**src/rtl/salsa20_stream_cipher_top_assert.svh**
```systemverilog
// Assertion macros used by the Salsa20 stream cipher top level.
`ifndef SALSA20_STREAM_CIPHER_TOP_ASSERT_SVH
`define SALSA20_STREAM_CIPHER_TOP_ASSERT_SVH

// Check that the consequent holds in the same cycle as the antecedent.
`define S20_ASSERT_SAME(label, ante, cons, msg) \
  label: assert property (@(posedge clk_i) disable iff (!rst_ni) (ante) |-> (cons)) \
    else $error(msg);

// Check that the consequent holds in the cycle after the antecedent.
`define S20_ASSERT_NEXT(label, ante, cons, msg) \
  label: assert property (@(posedge clk_i) disable iff (!rst_ni) (ante) |=> (cons)) \
    else $error(msg);

`endif

```
**src/rtl/s20_pkg.sv**
```systemverilog
// Types, constants and round functions of the Salsa20 stream cipher.
package s20_pkg;

  localparam int WORD_W = 32;
  localparam int ADDR_W = 6;
  localparam int DATA_W = 64;

  typedef logic [WORD_W-1:0] word_t;
  typedef logic [15:0][WORD_W-1:0] block_t;
  typedef logic [3:0][WORD_W-1:0] quad_t;

  // "expand 32-byte k" as four little-endian words.
  localparam word_t SIGMA_0 = 32'h6170_7865;
  localparam word_t SIGMA_1 = 32'h3320_646e;
  localparam word_t SIGMA_2 = 32'h7962_2d32;
  localparam word_t SIGMA_3 = 32'h6b20_6574;

  // Register indexes; each register is 64 bits at byte address 8*index.
  typedef enum logic [2:0] {
    REG_KEY_0_63    = 3'd0,
    REG_KEY_64_127  = 3'd1,
    REG_KEY_128_191 = 3'd2,
    REG_KEY_192_255 = 3'd3,
    REG_NONCE       = 3'd4
  } reg_idx_e;

  typedef struct packed {
    logic [63:0] key_0_63;
    logic [63:0] key_64_127;
    logic [63:0] key_128_191;
    logic [63:0] key_192_255;
    logic [63:0] nonce;
  } cfg_t;

  // Requests from the byte datapath to the keystream generator.
  typedef struct packed {
    logic        take;
    logic        abort;
    logic [63:0] need_ctr;
  } gen_cmd_t;

  // Status of the prefetched keystream block.
  typedef struct packed {
    logic        valid;
    logic [63:0] ctr;
  } pf_stat_t;

  function automatic word_t rotl(word_t v, int unsigned s);
    return (v << s) | (v >> (WORD_W - s));
  endfunction

  function automatic quad_t quarter(word_t a, word_t b, word_t c, word_t d);
    quad_t r;
    r[1] = b ^ rotl(a + d, 7);
    r[2] = c ^ rotl(r[1] + a, 9);
    r[3] = d ^ rotl(r[2] + r[1], 13);
    r[0] = a ^ rotl(r[3] + r[2], 18);
    return r;
  endfunction

  function automatic block_t apply_qr(block_t w, logic [3:0] a, logic [3:0] b,
                                      logic [3:0] c, logic [3:0] d);
    block_t r;
    quad_t  q;
    r = w;
    q = quarter(w[a], w[b], w[c], w[d]);
    r[a] = q[0];
    r[b] = q[1];
    r[c] = q[2];
    r[d] = q[3];
    return r;
  endfunction

  // The four quarter rounds of a column round touch disjoint words.
  function automatic block_t column_round(block_t w);
    block_t r;
    r = apply_qr(w, 4'd0, 4'd4, 4'd8, 4'd12);
    r = apply_qr(r, 4'd5, 4'd9, 4'd13, 4'd1);
    r = apply_qr(r, 4'd10, 4'd14, 4'd2, 4'd6);
    r = apply_qr(r, 4'd15, 4'd3, 4'd7, 4'd11);
    return r;
  endfunction

  function automatic block_t row_round(block_t w);
    block_t r;
    r = apply_qr(w, 4'd0, 4'd1, 4'd2, 4'd3);
    r = apply_qr(r, 4'd5, 4'd6, 4'd7, 4'd4);
    r = apply_qr(r, 4'd10, 4'd11, 4'd8, 4'd9);
    r = apply_qr(r, 4'd15, 4'd12, 4'd13, 4'd14);
    return r;
  endfunction

  function automatic block_t init_block(cfg_t cfg, logic [63:0] ctr);
    block_t r;
    r[0]  = SIGMA_0;
    r[1]  = cfg.key_0_63[31:0];
    r[2]  = cfg.key_0_63[63:32];
    r[3]  = cfg.key_64_127[31:0];
    r[4]  = cfg.key_64_127[63:32];
    r[5]  = SIGMA_1;
    r[6]  = cfg.nonce[31:0];
    r[7]  = cfg.nonce[63:32];
    r[8]  = ctr[31:0];
    r[9]  = ctr[63:32];
    r[10] = SIGMA_2;
    r[11] = cfg.key_128_191[31:0];
    r[12] = cfg.key_128_191[63:32];
    r[13] = cfg.key_192_255[31:0];
    r[14] = cfg.key_192_255[63:32];
    r[15] = SIGMA_3;
    return r;
  endfunction

  function automatic block_t add_blocks(block_t a, block_t b);
    block_t r;
    for (int i = 0; i < 16; i++) begin
      r[i] = a[i] + b[i];
    end
    return r;
  endfunction

endpackage

```
**src/rtl/s20_cfg_regs.sv**
```systemverilog
// APB-style register bank holding the key and nonce.
module s20_cfg_regs (
  input  logic                         clk_i,
  input  logic                         rst_ni,
  input  logic                         psel,
  input  logic                         penable,
  input  logic                         pwrite,
  input  logic [s20_pkg::ADDR_W-1:0]   paddr,
  input  logic [s20_pkg::DATA_W-1:0]   pwdata,
  output logic [s20_pkg::DATA_W-1:0]   prdata,
  output logic                         pready,
  output s20_pkg::cfg_t                cfg_o,
  output logic                         wr_o
);
  import s20_pkg::*;

  cfg_t     cfg_q, cfg_d;
  reg_idx_e idx;
  logic     wr;

  assign pready = 1'b1;
  assign idx    = reg_idx_e'(paddr[ADDR_W-1:3]);
  assign wr     = psel & penable & pwrite;

  // Register write decode; unmapped indexes are ignored.
  always_comb begin
    cfg_d = cfg_q;
    if (wr) begin
      case (idx)
        REG_KEY_0_63:    cfg_d.key_0_63    = pwdata;
        REG_KEY_64_127:  cfg_d.key_64_127  = pwdata;
        REG_KEY_128_191: cfg_d.key_128_191 = pwdata;
        REG_KEY_192_255: cfg_d.key_192_255 = pwdata;
        REG_NONCE:       cfg_d.nonce       = pwdata;
        default:         cfg_d = cfg_q;
      endcase
    end
  end

  // Read mux.
  always_comb begin
    case (idx)
      REG_KEY_0_63:    prdata = cfg_q.key_0_63;
      REG_KEY_64_127:  prdata = cfg_q.key_64_127;
      REG_KEY_128_191: prdata = cfg_q.key_128_191;
      REG_KEY_192_255: prdata = cfg_q.key_192_255;
      REG_NONCE:       prdata = cfg_q.nonce;
      default:         prdata = '0;
    endcase
  end

  always_ff @(posedge clk_i or negedge rst_ni) begin
    if (!rst_ni) begin
      cfg_q <= '0;
    end else begin
      cfg_q <= cfg_d;
    end
  end

  assign cfg_o = cfg_q;
  assign wr_o  = wr;

endmodule

```
**config.mk**
```make
export PLATFORM = sky130hd
export DESIGN_NAME = s20_cfg_regs
export DESIGN_NICKNAME = d
export VERILOG_FILES = /design/src/rtl/salsa20_stream_cipher_top_assert.svh /design/src/rtl/s20_pkg.sv /design/src/rtl/s20_cfg_regs.sv
export SDC_FILE = /design/constraint.sdc
export NUM_CORES = 1
export LEC_CHECK = 0
export BUFFER_PORTS_ARGS = -buffer_cell sky130_fd_sc_hd__clkbuf_2
export CAP_MARGIN = 20
export CORE_AREA = 2 2 181 183
export CTS_CLUSTER_SIZE = 10
export DETAILED_ROUTE_END_ITERATION = 16
export DIE_AREA = 0 0 183 185
export MAX_ROUTING_LAYER = met4
export PLACE_DENSITY = 0.7
export SLEW_MARGIN = 15
export SYNTH_ARGS = -nofsm -noshare
export SYNTH_HDL_FRONTEND = slang
export SYNTH_SLANG_ARGS = --single-unit
```
**constraint.sdc**
```tcl
create_clock -name clk_i -period 2.7 [get_ports clk_i]
set_input_delay 0.54 -clock clk_i [delete_from_list [all_inputs] [get_ports clk_i]]
set_output_delay 0.54 -clock clk_i [all_outputs]
set_load 0.05 [all_outputs]
```
==> metrics.cfg, run 1 <==
[grt]
gr-max-usage-layer=met2
grt_max_degree=69
grtUsageTotal_pct=25.88
overflow=0
grt_util_met1_pct=32.20
grt_util_met3_pct=5.387
grt_pass1_vias=10560
use_met2_pct=42.38
antenna_found_initial=0
grt_pass1_wl_mm=64.94

[cells_and_area]
n_antenna_cell=0
final_nets=1459
final_cells=1801
layout_commonest_cell=clkbuf_2
fill_cells=2616
drive_above_1_share_pct=62.02
area_delta_synth_final_pct=29.41
largest_reg_flops=320
layout_common_cells=439 x clkbuf_2, 320 x dfrtp_1, 256 x mux2_2

[status]
status=finished, final reports clean

[placement]
place_inst=1750
port_buffers=456
place_hpwl_mm=28.27
routabilityCongestion=0.8453

[route]
routedWlPerCell_um=24.00
drtPass1Iterations=4
first_iter_violations=449
routed_wirelength_mm=43.22
routed-via-count=10170
drcViolationCount=0
ant_nets=0
viasPerCell=5.649

[synthesis]
synth_fa_ha_area_share_pct=0
synthSimpleGateAreaFrac_pct=0.8138
synth_compound_area_share_pct=8.409
synth_cells=920
synth_area_um2=14300
synth-async-reset-ratio_pct=100.0
syn_avg_cell_area_um2=15.54
synthesis.nets=995
yosysUniqueCellTypes=28
yosysWarningCount=0
synth_xor_area_share_pct=0
synth_top_family_by_area=multiplexers
synthFlopType=dfrtp_1
synth_edf_count=0
ys_seq_elements=320
synth.area.mux_share_pct=31.27
ys_seq_area_share_pct=56.00

[min_path]
hold_start=pwdata[7]
min_to=cfg_o[7]
hold_depth=2
hp-class=primary input to register

[worst_setup_path]
reg2reg_from=cfg_o[143]
worstPathRequired_ns=2.16
cp_max_fo=35
critPathLaunch=paddr[4]
crit_family=buffers and inverters
crit_path_end_kind=output pin
rrSetupSlack_ns=1.88
critical_path_buf_inv_count=3
crit_arrival_ns=1.98
r2r-end=cfg_o[143]
worstSetupPathType=primary input to output pin
cp-start-kind=primary input
cpPeakStageDelay_ns=0.34
reg2regPathDepth=1
slowest_stage=buf_12
cp_cell_sequence=buf_4 -> buf_12 -> mux2i_1 -> o2bb2ai_1 -> a221o_1 -> clkbuf_2

[sta]
fin_crit_sh_pct=93.39
drv_slew=0
hold_viol=0
clock_skew_ns=0
timing.final.crit_period_ns=2.522
fmax_mhz=396.6
timing.slew.headroom_pct=62.44
setup_tns_ns=0
finalSetupViolCount=0
worst_slew_pin_slew_ns=0.5633
hold_ws_ns=0.3191
rsz0062_at_grt=false

[clock_tree]
cts_buffer_depth=3
clock_sinks=320
root_buffer=clkbuf_16
tritoncts=yes
path_clk_slew_ns=0.05
clk_latency_ns=0.51
cts_max_level=2
cts_inserted_buffers=39

[power_and_ir_drop]
power.leakage_nw=9.372
ir_drop_mv=0.6836
p_per_area_nw_per_um2=985.1

[floorplanning]
start_util_pct=44.63
fp-row-count=66
ios=461
die_h_um=185
core_region_area_um2=32040
die_area_um2=33860
die_w_um=183

[flow_run]
cap_viol_max_count=0

## layout make-up
class                      instances  area (um2)  area share (%)
tap                              408       510.5           2.759
timing repair buffer             494        3070           16.59
sequential                       320        8008           43.28
clock inverter                     3       20.02          0.1082
clock buffer                      47        1059           5.720
multi-input combinational        529        5837           31.54
## report_power, final
part | leakage [nW] | switching (mW) | internal (mW)
registers | 4.09 | 0.806 | 5.75
logic | 4.76 | 5.18 | 1.91
clock network | 0.523 | 1.87 | 2.72
total | 9.37 | 7.85 | 10.4
## logic make-up (layout without fill, tap and decap cells)
family | count (synthesis) | after routing
compound gates | 129 | 129
buf+inv | 71 | 544
flops | 320 | 320
mux | 384 | 384
other cells | 1 | 1
simple gates | 15 | 15
## how the worst max path moves through the flow
stage,cells past startpoint,slack (ns),end
6_report,6,0.18,prdata[49]
2_1_floorplan,6,0.06,prdata[55]
5_1_grt,7,0.09,prdata[14]
3_5_place_dp,7,0.18,prdata[6]
4_1_cts,7,0.17,prdata[6]
3_3_place_gp,7,0.20,prdata[3]
## through the flow
step | setup WS [ns] | util, % | power [mW] | cell area [um2]
after floorplan | 0.05916 | - | 11.66 | 14300
after global placement | 0.2003 | 54.35 | 13.62 | 17420
after detailed placement | 0.1789 | 54.35 | 13.72 | 17420
after CTS | 0.1653 | 57.75 | 18.36 | 18500
after global routing | 0.09399 | 57.75 | 18.93 | 18500
final | 0.1784 | 57.75 | 18.23 | 18500
## routing by layer
| layer | routed length, um | part of all wire [%] | vias to the layer above |
|---|---|---|---|
| li1 | - | - | 4419 |
| met1 | 17590 | 41 | 5291 |
| met2 | 21590 | 50 | 378 |
| met3 | 2716 | 6.3 | 85 |
| met4 | 1331 | 3.1 | 0 |
| met5 | 0 | 0 | - |
## synthesized netlist by cell type, types with 2 or more instances
cell type | count | area (um2)
clkbuf_1 | 18 | 67.56
a221o_1 | 63 | 630.6
buf_12 | 6 | 120.1
buf_1 | 6 | 22.52
mux2_4 | 60 | 900.9
buf_4 | 13 | 97.59
nand2_1 | 2 | 7.510
mux2_2 | 256 | 2883
dfrtp_1 | 320 | 8008
mux2i_1 | 63 | 630.6
o2bb2ai_1 | 63 | 551.8
mux2_1 | 5 | 56.30
buf_6 | 8 | 90.09
buf_2 | 20 | 100.1
nor3b_1 | 4 | 30.03
## repair_timing
action                                 4_1_cts  5_1_grt
setup buffers                                0        0
endpoints found under the hold margin        5        0
setup endpoints to repair                    0        0
resized for setup                            0        0
hold buffers                                 1        0
Note: power is estimated with default switching activity, not from simulation.
==> run 2, diff against run 1 <==
--- a/config.mk
+++ b/config.mk
@@ -5,14 +5,15 @@
 export SDC_FILE = /design/constraint.sdc
 export NUM_CORES = 1
 export LEC_CHECK = 0
+export ABC_AREA = 1
 export BUFFER_PORTS_ARGS = -buffer_cell sky130_fd_sc_hd__clkbuf_2
 export CAP_MARGIN = 20
-export CORE_AREA = 2 2 181 183
+export CORE_AREA = 2 2 182 184
 export CTS_CLUSTER_SIZE = 10
 export DETAILED_ROUTE_END_ITERATION = 16
-export DIE_AREA = 0 0 183 185
+export DIE_AREA = 0 0 184 186
 export MAX_ROUTING_LAYER = met4
-export PLACE_DENSITY = 0.7
+export PLACE_DENSITY = 0.73
 export SLEW_MARGIN = 15
 export SYNTH_ARGS = -nofsm -noshare
 export SYNTH_HDL_FRONTEND = slang
==> metrics.cfg, run 2 <==
[clock_tree]
postCtsSetupBuffers=0
clock_sinks=320
cts_buffer_depth=3
path_clk_slew_ns=0.05
root_buffer=clkbuf_16
clk_latency_ns=0.51
postCtsHoldBufs=0
cts_inserted_buffers=38
postCtsResizedCells=0
tritoncts=yes
cts_max_level=2

[route]
routedWlPerCell_um=19.75
routed_wirelength_mm=57.62
ant_nets=0
routed-via-count=16080
drtPass1Iterations=5
first_iter_violations=1209
viasPerCell=5.513
drcViolationCount=0

[synthesis]
synth_xor_area_share_pct=0
synthSimpleGateAreaFrac_pct=31.66
synth_area_um2=15530
yosysTopAreaCell=dfrtp_1
ys_seq_area_share_pct=51.55
synthFlopType=dfrtp_1
synth_compound_area_share_pct=8.247
synth.most_common_cell=nand2_1
synthesis.nets=2170
synth_cells=2095
ys_seq_elements=320
yosysWarningCount=0
synth_top_area_share_pct=51.55
synth.area.mux_share_pct=0
synth_edf_count=0
synth-async-reset-ratio_pct=100.0
synth_top_family_by_area=simple AND/OR/NAND/NOR gates
synthTopCellsByArea=dfrtp_1 52%, nand2_1 18%, nand3_1 7.3%, o21ai_0 5.9%, nor2_1 5.3%
yosysUniqueCellTypes=21
syn_avg_cell_area_um2=7.415
synth_fa_ha_area_share_pct=0
synth_common_cells=743 x nand2_1, 320 x dfrtp_1, 227 x nand3_1

[cells_and_area]
layout_commonest_cell=nand2_1
multi_input_area_um2=6248
final_nets=2575
final_cells=2917
area_delta_synth_final_pct=25.31
post-route-cell-area_um2=19470
fill_cells=2948
largest_reg_flops=320
layout_common_cells=742 x nand2_1, 453 x clkbuf_2, 320 x dfrtp_1
regArea_um2=8008
drive_above_1_share_pct=22.85

[sta]
rsz0062_at_grt=false
worst_slew_pin_slew_ns=0.6156
timing.final.crit_period_ns=2.550
setup_tns_ns=0
hold_viol=1
fin_crit_sh_pct=94.44
hold_ws_ns=-0.01636
clock_skew_ns=0
finalSetupViolCount=0
timing.slew.headroom_pct=58.96
drv_slew=0
fmax_mhz=392.2

[power_and_ir_drop]
seqPwrFrac_pct=35.7
power.leakage_nw=11.02
combPwrFrac_pct=38.9
p_per_area_nw_per_um2=935.9
p_total_mw=18.22
p_switching_mw=8.424
p_sw_share_pct=46.24
p_int_mw=9.793
p_clk_share_pct=25.4
ir_drop_mv=0.5407

[grt]
grt_max_degree=92
grtUsageTotal_pct=34.26
grt_pass1_wl_mm=87.68
overflow=0
antenna_found_initial=1
grt_pass1_vias=15470
grt_util_met3_pct=8.178
gr-max-usage-layer=met2
grt_util_met1_pct=41.79
use_met2_pct=54.20

[worst_setup_path]
cp-start-kind=primary input
cp_max_fo=54
crit_path_end_kind=output pin
worstPathRequired_ns=2.16
crit_arrival_ns=2.01
worstSetupPathType=primary input to output pin

[status]
status=finished with violations
violations=hold timing

[floorplanning]
die_area_um2=34220
die_h_um=186
core_region_area_um2=32210
start_util_pct=48.24
ios=461
fp-row-count=66
die_w_um=184

[min_path]
hp-class=primary input to async pin

[placement]
port_buffers=456
routabilityCongestion=0.8831
place_hpwl_mm=37.01
post_dp_cell_area_um2=18400
place_inst=2868

[flow_run]
cap_viol_max_count=0

[run 2: cell count changes after synthesis, sizes merged, moves of 10 or more]
cell / before / now
a221o: 63 / 0
buf: 53 / 92
clkbuf: 18 / 56
inv: 0 / 161
mux2: 321 / 0
mux2i: 63 / 0
nand2: 2 / 746
nand3: 0 / 228
nand4: 0 / 10
nor2: 1 / 225
o21ai: 0 / 256
o2bb2ai: 63 / 0
[run 2: per-stage QoR]
step / hold WS [ns] / setup WS, ns / utilization, %
4_1_cts: 0.01383 / 0.1410 / 60.44
2_1_floorplan: 0.2444 / 0.4389 / -
3_3_place_gp: 0.4791 / 0.1413 / 57.13
5_1_grt: 0.01717 / 0.02398 / 60.44
3_5_place_dp: 0.4802 / 0.1471 / 57.13
6_report: -0.01636 / 0.1501 / 60.44
[run 2: area by class of cell]
class | instances | share of cell area (%)
antenna | 1 | 0.01286
clock buffer | 47 | 5.438
clock inverter | 1 | 0.02571
inverter | 161 | 3.124
multi-input combinational | 1466 | 32.10
sequential | 320 | 41.14
tap | 408 | 2.622
timing repair buffer | 513 | 15.54
[run 2: power by group through the flow]
| stage | registers, mW | logic (mW) | clock network [mW] |
|---|---|---|---|
| global route | 6.61 | 7.48 | 4.86 |
| detailed placement | 6.56 | 7.08 | 0 |
| finish | 6.51 | 7.08 | 4.63 |
| CTS | 6.49 | 7.09 | 4.67 |
| floorplan | 9.81 | 1.74 | 0 |
| global placement | 6.52 | 6.99 | 0 |
[run 2: critical path, cell delays in order]
cell,delay [ns]
clkbuf_2,0.27
nand2_1,0.14
nor2_4,0.17
buf_12,0.31
nand2_1,0.08
nand2_1,0.07
inv_1,0.04
nand2_1,0.08
clkbuf_2,0.28
[run 2: layer usage]
layer	vias up	part of all wire, %
li1	7357	-
met1	7614	38
met2	917	47
met3	194	10
met4	0	4.9
met5	-	0
[run 2: kinds of logic (layout without fill, tap and decap cells)]
group,after synthesis,in the layout
AOI/OAI and AO/OA,256,256
buffers and inverters,309,722
DFF,320,320
other,1,2
and+or+nand+nor,1209,1209
[run 2: worst paths after layout]
check / startpoint / endpoint / slack (ns) / cells past startpoint
min in group clk_i: pwdata[54] / cfg_o[310] / 0.29 / 3
max in group asynchronous: rst_ni / cfg_o[92] / 1.92 / 2
hold reg to reg: cfg_o[97] / cfg_o[97] / 0.49 / 2
setup / recovery: paddr[3] / prdata[23] / 0.15 / 9
hold / removal: rst_ni / cfg_o[13] / -0.02 / 1
setup reg to reg: cfg_o[302] / cfg_o[302] / 1.92 / 2
